[src/hdl/sipsd_pkg.sv]
// Package: shared constants, codes and types of the switched I/O pattern and SRAM device.
`default_nettype none

package sipsd_pkg;

  // Default sizes of the backup memory and its pointer
  localparam int SramDepthDefault   = 2048;
  localparam int PointerBitsDefault = 13;

  // Access kinds; any other code behaves as a peek
  localparam logic [1:0] KIND_WRITE = 2'd0;
  localparam logic [1:0] KIND_READ  = 2'd1;
  localparam logic [1:0] KIND_PEEK  = 2'd2;

  // Register indexes
  localparam logic [3:0] IDX_ID      = 4'd0;
  localparam logic [3:0] IDX_STATUS  = 4'd1;
  localparam logic [3:0] IDX_COLOR   = 4'd3;
  localparam logic [3:0] IDX_PATTERN = 4'd4;
  localparam logic [3:0] IDX_PTR_LO  = 4'd7;
  localparam logic [3:0] IDX_PTR_HI  = 4'd8;
  localparam logic [3:0] IDX_DATA    = 4'd9;

  // Configuration register indexes
  localparam logic [1:0] CFG_FIRMWARE  = 2'd0;
  localparam logic [1:0] CFG_TURBO_AV  = 2'd1;
  localparam logic [1:0] CFG_SRAM      = 2'd2;

  // Byte values
  localparam logic [7:0] DEVICE_ID     = 8'h08;
  localparam logic [7:0] UNMAPPED_BYTE = 8'hFF;

  // Result of one access as decided by the register block
  typedef struct packed {
    logic [7:0] reg_data;  // read byte when not served from memory
    logic       use_mem;   // take the byte from the memory read port
    logic       turbo;     // turbo flag after the access
  } acc_res_t;

endpackage

`default_nettype wire

[src/hdl/sipsd_regs.sv]
// Register block: configuration, device state, access decode and memory requests.
`default_nettype none

module sipsd_regs #(
  parameter int SRAM_DEPTH   = sipsd_pkg::SramDepthDefault,
  parameter int POINTER_BITS = sipsd_pkg::PointerBitsDefault,
  parameter int ADDR_BITS    = 11
) (
  input  wire logic                      clk,
  input  wire logic                      rst_n,
  input  wire logic                      cfg_we,
  input  wire logic [1:0]                cfg_index,
  input  wire logic                      cfg_data,
  input  wire logic                      acc,
  input  wire logic [1:0]                kind,
  input  wire logic [3:0]                reg_index,
  input  wire logic [7:0]                write_data,
  output sipsd_pkg::acc_res_t            res,
  output logic                           mem_we,
  output logic                           mem_re,
  output logic      [ADDR_BITS-1:0]      mem_addr,
  output logic      [7:0]                mem_wdata
);

  import sipsd_pkg::*;

  logic                    fw_r, fw_nxt;
  logic                    tav_r, tav_nxt;
  logic                    sram_r, sram_nxt;
  logic [3:0]              col_lo_r, col_lo_nxt;
  logic [3:0]              col_hi_r, col_hi_nxt;
  logic [7:0]              pat_r, pat_nxt;
  logic [POINTER_BITS-1:0] ptr_r, ptr_nxt;
  logic                    turbo_r, turbo_nxt;

  logic        is_write;
  logic        is_read;
  logic        hit;
  logic [31:0] ptr_ext;
  logic [15:0] ptr16;
  logic [7:0]  status;
  logic [7:0]  pixels;
  logic [7:0]  peek_data;

  assign is_write = (kind == KIND_WRITE);
  assign is_read  = (kind == KIND_READ);
  assign ptr_ext  = 32'(ptr_r);
  assign ptr16    = ptr_ext[15:0];
  assign hit      = sram_r && (ptr_ext < 32'(SRAM_DEPTH));

  // Status byte: switch, turbo available and turbo flag are active low
  assign status = {~fw_r, 4'b1111, ~tav_r, 1'b1, ~turbo_r};

  // Pixel pair from the top two pattern bits
  assign pixels = {pat_r[7] ? col_hi_r : col_lo_r, pat_r[6] ? col_hi_r : col_lo_r};

  // Read mux for non-memory registers
  always_comb begin
    unique case (reg_index)
      IDX_ID:     peek_data = ~DEVICE_ID;
      IDX_STATUS: peek_data = status;
      IDX_COLOR:  peek_data = pixels;
      default:    peek_data = UNMAPPED_BYTE;
    endcase
  end

  // Memory request for the data port
  assign mem_addr  = ptr_ext[ADDR_BITS-1:0];
  assign mem_wdata = write_data;
  assign mem_we    = acc && is_write && (reg_index == IDX_DATA) && hit;
  assign mem_re    = acc && !is_write && (reg_index == IDX_DATA) && hit;

  // Result of this access
  always_comb begin
    res.use_mem  = !is_write && (reg_index == IDX_DATA) && hit;
    res.reg_data = is_write ? 8'h00 : peek_data;
    res.turbo    = (is_write && (reg_index == IDX_STATUS)) ? ~write_data[0] : turbo_r;
  end

  // Next state of configuration and device registers
  always_comb begin
    fw_nxt     = fw_r;
    tav_nxt    = tav_r;
    sram_nxt   = sram_r;
    col_lo_nxt = col_lo_r;
    col_hi_nxt = col_hi_r;
    pat_nxt    = pat_r;
    ptr_nxt    = ptr_r;
    turbo_nxt  = turbo_r;
    if (cfg_we) begin
      unique case (cfg_index)
        CFG_FIRMWARE: fw_nxt   = cfg_data;
        CFG_TURBO_AV: tav_nxt  = cfg_data;
        CFG_SRAM:     sram_nxt = cfg_data;
        default:      ;
      endcase
    end
    if (acc) begin
      if (is_write) begin
        unique case (reg_index)
          IDX_STATUS:  turbo_nxt = ~write_data[0];
          IDX_COLOR: begin
            col_hi_nxt = write_data[7:4];
            col_lo_nxt = write_data[3:0];
          end
          IDX_PATTERN: pat_nxt = write_data;
          IDX_PTR_LO:  ptr_nxt = POINTER_BITS'({ptr16[15:8], write_data});
          IDX_PTR_HI:  ptr_nxt = POINTER_BITS'({write_data, ptr16[7:0]});
          IDX_DATA:    ptr_nxt = ptr_r + 1'b1;
          default:     ;
        endcase
      end else if (is_read) begin
        unique case (reg_index)
          IDX_COLOR: pat_nxt = {pat_r[5:0], pat_r[7:6]};
          IDX_DATA:  ptr_nxt = ptr_r + 1'b1;
          default:   ;
        endcase
      end
    end
  end

  // Hold state; reset clears the control and device registers, except the SRAM bit, which it sets
  always_ff @(posedge clk) begin
    if (!rst_n) begin
      fw_r     <= 1'b0;
      tav_r    <= 1'b0;
      sram_r   <= 1'b1;
      col_lo_r <= '0;
      col_hi_r <= '0;
      pat_r    <= '0;
      ptr_r    <= '0;
      turbo_r  <= 1'b0;
    end else begin
      fw_r     <= fw_nxt;
      tav_r    <= tav_nxt;
      sram_r   <= sram_nxt;
      col_lo_r <= col_lo_nxt;
      col_hi_r <= col_hi_nxt;
      pat_r    <= pat_nxt;
      ptr_r    <= ptr_nxt;
      turbo_r  <= turbo_nxt;
    end
  end

endmodule

`default_nettype wire

[config.mk]
export PLATFORM = sky130hd
export DESIGN_NAME = sipsd_regs
export DESIGN_NICKNAME = d
export VERILOG_FILES = /design/src/hdl/sipsd_pkg.sv /design/src/hdl/sipsd_regs.sv
export SDC_FILE = /design/constraint.sdc
export NUM_CORES = 1
export LEC_CHECK = 0
export ABC_AREA = 1
export BUFFER_PORTS_ARGS = -buffer_cell sky130_fd_sc_hd__buf_2
export CAP_MARGIN = 20
export CELL_PAD_IN_SITES_DETAIL_PLACEMENT = 1
export CELL_PAD_IN_SITES_GLOBAL_PLACEMENT = 1
export CORE_UTILIZATION = 30
export DETAILED_ROUTE_END_ITERATION = 6
export GPL_TIMING_DRIVEN = 1
export PLACE_DENSITY = 0.8
export SLEW_MARGIN = 25
export SYNTH_ARGS = -nofsm -noshare
export SYNTH_HDL_FRONTEND = slang
export SYNTH_SLANG_ARGS = --single-unit
[constraint.sdc]
create_clock -name clk -period 1.25 [get_ports clk]
set_input_delay 0.0625 -clock clk [delete_from_list [all_inputs] [get_ports clk]]
set_output_delay 0.0625 -clock clk [all_outputs]
set_load 0.02 [all_outputs]
; ---- Word level (Yosys, flattened, before mapping)
; Index checks and enable logic that the tools add are counted.
; W data, S select, Z words.
[word_totals]
register_bits = 33
input_bits = 21
[classes]
add_sub_neg = 1
n_lt_le_gt_ge = 1
n_eq_ne = 12
n_mux = 13
n_bitwise = 4
n_reduce_logical = 27
[ops]
columns = cell, count
row1 = $mux W8, 5
row2 = $mux W13, 3
row3 = $pmux W13 S3, 1
row4 = $pmux W8 S3, 1
row5 = $add A13 B1 Y13 const B, 1
row6 = $lt A13 B12 Y1 const B, 1
row7 = $logic_and A1 B1 Y1, 10
row8 = $reduce_and A5 Y1, 2
row9 = $reduce_bool A2 Y1, 5
row10 = $eq A4 B3 Y1 const B, 2
row11 = $eq A4 B4 Y1 const B, 2
row12 = $mux W4, 2
row13 = $reduce_and A2 Y1, 3
row14 = $reduce_and A3 Y1, 2
row15 = $eq A2 B1 Y1 const B, 2
row16 = $eq A4 B1 Y1 const B, 1
row17 = $eq A4 B2 Y1 const B, 1
row18 = $logic_not A2 Y1, 2
row19 = $logic_not A4 Y1, 1
row20 = $ne A2 B2 Y1 const B, 2
row21 = $not A1 Y1, 4
row22 = $reduce_and A4 Y1, 1
row23 = $eq A2 B2 Y1 const B, 1
row24 = $ne A2 B1 Y1 const B, 1
row25 = other kinds (2), 2

; ---- Logic depth before layout (Yosys ltp)
[depth]
word_depth = 5
ltp_mapped = 9
depth_no_buf = 9

; ---- Least setup slack after synthesis
; Ideal clock, no wire load.
[synth_timing]
path_kind = reg2reg
startpoint = register ptr_r[1]
endpoint = register ptr_r[8]
setup_time_ns = 0.112
t_arrival_ns = 1.159
required_ns = 1.138
slack_ns = -0.021
path_stages_with_launch = 9
period_less_slack_ns = 1.271
cell_sequence = dfxtp_1 -> ha_1 -> nand2_1 -> nor2_1 -> nand2_1 -> o21ai_0 -> nor2_1 -> nor2_1 -> nor2_1
[synth_between]
elab_chain_len = 4
word_cells_on_any_way = 5
[synth_lines]
columns = element, line_no
row1 = from (decl), sipsd_regs.sv:33  ; logic [POINTER_BITS-1:0] ptr_r, ptr_nxt;
row2 = from (signal assigned), sipsd_regs.sv:140  ; ptr_r <= ptr_nxt;
row3 = $add A13 B1 Y13 *, "sipsd_regs.sv:109, sipsd_regs.sv:115"
row4 = $mux W13, sipsd_regs.sv:113  ; unique case (reg_index)
row5 = $mux W13, sipsd_regs.sv:112  ; end else if (is_read) begin
row6 = $mux W13 *, sipsd_regs.sv:99  ; if (is_write) begin
; Mark *: on every way between the ends. The rest lies on a longest branch, timed or not. The select of a mux whose other input is x is not followed.
; A chain may end at the register's enable or synchronous reset.

==> impl_metrics.tcl <==
set metrics [dict create \
    place_congestion 0.877 \
    netlist.top_cell.by_area "dfxtp_1" \
    synth_area_per_cell_um2 6.19 \
    ys_types 30 \
    wl_met2_mm 4.04 \
    crit_fanout 4 \
    slew_violations 0 \
    ys_async_sr_fraction_pct 0 \
    hold_class "input pin to register" \
    worstSetupEndpointType "output pin" \
    wirelength_mm 7.93 \
    dieWidth_um 90.3 \
    fin_area_mm2 0.00310 \
    status "complete, but fails checks" \
    hpwl_mm 5.59 \
    hold_violations 0 \
    synth-seq-cells 33 \
    cts_tree "built" \
    drt-wirelength-per-cell_um 14.8 \
    drt_pre_antenna_iters 4 \
    regArea_um2 681 \
    nets 459 \
    area_growth_pct 32.5 \
    worst_setup_path_start_kind "register" \
    grt_max_degree 25 \
    synth-edff-count 0 \
    root_buffer "clkbuf_8" \
    setup_viol 7 \
    maxSlewHeadroom_pct 68.3 \
    finalCritPeriodShare_pct 107 \
    wl_met3_um 235 \
    syn-cell-area_mm2 0.00234 \
    nFillCells 990 \
    antenna_found_initial 0 \
    timing.final.crit_period_ns 1.34 \
    htree_levels 2 \
    drt_iter0_drc 68 \
    slowest_stage "dfxtp_4" \
    synth_warnings 0 \
    drt-met1-wl_mm 3.52 \
    vias_per_cell 4.86 \
    grt_first_pass_wirelength_mm 12.6 \
    rsz0062_at_grt "yes" \
    drc 0 \
    numPortBuffers 51 \
    grt_pass1_vias 2689 \
    start_util_pct 31.6 \
    clock_path_buffers 2 \
    die_area_mm2 0.00816 \
    power.density_mw_per_mm2 854 \
    core_mm2 0.00741 \
    synth_ff_type "dfxtp_1" \
    irDropWorstVdd_mv 0.429 \
    yosys-top-cells-count "94 x nand2_1, 62 x nor2_1, 37 x inv_1, 33 x dfxtp_1, 32 x a21oi_1" \
    synth_top_area_share_pct 28.2 \
    leakagePower_uw 0.00148 \
    antenna_left 0 \
    crit_buf_inv 2 \
    multi_input_area_mm2 0.00148 \
    max_freq_ghz 0.746 \
    syn_nets 400 \
    cap_violations 0 \
    seq_area_frac_synth_pct 28.2 \
    setup_ws_ns -0.0902 \
    violations "negative setup slack" \
    required_ns 1.19 \
    synthTopCellsByArea "dfxtp_1 28%, nand2_1 15%, nor2_1 9.9%" \
    overflow 0 \
    tightest_slew_ns 0.475 \
    crit_family "flip-flops" \
    synthCells 378 \
    die_y_um 90.3 \
    postPlaceCellArea_mm2 0.00271 \
    critPathMaxStageDelay_ns 0.36 \
    clk_transition_reported_paths_ns 0.08 \
    yosysMostFrequentCell "nand2_1" \
    cp_data_arrival_time_ns 1.28 \
    ios 52 \
    diodes 0 \
    cts_sinks 33 \
    drive_gt1_share_pct 34.7 \
    cts_buffers 5 \
    fin_skew_ns 0.00424 \
    highest_layer "met4" \
    grt_use_total_pct 19.0 \
    tns_ns -0.269 \
    row_count 31 \
    via_count 2611 \
    crit_chain "inv_4, a21oi_2, o21ai_1, nand2_1, a21oi_1, buf_4" \
    crit_type "register to output pin" \
    clk_latency_ns 0.29 \
    pre_cts_ws_ns -0.0930 \
]
## report_power, final
| group | total [uW] | internal, uW | switching (uW) |
|---|---|---|---|
| registers | 1070 | 1060 | 13.8 |
| clock network | 1100 | 651 | 450 |
| logic | 473 | 173 | 301 |
## layer usage
metal	track usage, %	vias to the layer above
met5	0	-
met4	4.70	0
met3	3.54	9
met2	34.5	48
met1	22.9	1245
li1	-	1309
## through the flow
step,power [uW],cells,hold WS (ns),utilization (%)
2_1_floorplan,1380,378,0.152,-
3_5_place_dp,1540,524,0.292,36.6
4_1_cts,2640,536,0.0501,39.4
6_report,2650,537,0.0498,41.9
5_1_grt,2760,537,0.0748,41.9
3_3_place_gp,1530,524,0.288,36.6
## cell type report
| class | instances | share of cell area [%] |
|---|---|---|
| clock buffers | 7 | 2.78 |
| flip-flops and latches | 33 | 21.9 |
| clock inverters | 1 | 0.968 |
| repair buffers | 83 | 17.9 |
| well taps | 99 | 3.99 |
| multi-input cells | 275 | 47.6 |
| inverters | 39 | 4.80 |
## flip-flops by register name (all words and copies together) (netlist names)
signal	count
col_hi_r	4
col_lo_r	4
fw_r	1
pat_r	8
ptr_r	13
sram_r	1
tav_r	1
turbo_r	1
## worst register-to-register path, stage by stage (launching register included)
cell and delay [ns]:
dfxtp_4 0.36, ha_4 0.17, nand2_4 0.10, nor2_4 0.06, buf_6 0.12, a21oi_2 0.13
nor2_1 0.08, nor2_1 0.13, nor2_1 0.06
## logic make-up after synthesis
family                   synth area share (%)
AO/OA/AOI/OAI                            15.3
adder cells (fa/ha/maj)                 0.534
buffers and inverters                    15.9
flip-flops                               28.2
multiplexers                            0.855
AND/OR/NAND/NOR                          39.1
## worst paths after layout
check | start | endpoint | slack [ns] | depth (start not counted)
worst max-delay path | pat_r[6]$_SDFFE_PN0P_ | res[5] | -0.09 | 6
worst min-delay path | write_data[4] | col_hi_r[0]$_SDFFE_PN0P_ | 0.05 | 3
worst max register to register | ptr_r[1]$_SDFFE_PN0P_ | ptr_r[6]$_SDFFE_PN0P_ | -0.05 | 8
worst min register to register | tav_r$_SDFFE_PN0P_ | tav_r$_SDFFE_PN0P_ | 0.47 | 2
## placed cells by master (no fill, tap or decap), types with 3 or more instances in the layout
cell       n
nand2_1   81
nor2_1    53
buf_2     40
buf_4     36
inv_1     35
a21oi_1   30
dfxtp_1   25
nand3_1   21
nand2_2   14
o21ai_0   13
nand4_1    8
nor2_2     7
o21ai_1    7
nor2_4     6
clkbuf_8   6
nand3_2    5
buf_6      5
nand2_4    4
a21boi_0   4
dfxtp_4    4
dfxtp_2    4
inv_2      3
o21ai_2    3
## what timing repair did
item,4_1_cts,5_1_grt
buffers inserted,3,1
pin swaps,5,29
hold buffers,1,0
gates resized for setup,23,60
endpoints found under the hold margin,1,0
gates cloned,0,0
setup endpoints to repair,18,22
(Power assumes the default switching activity.)
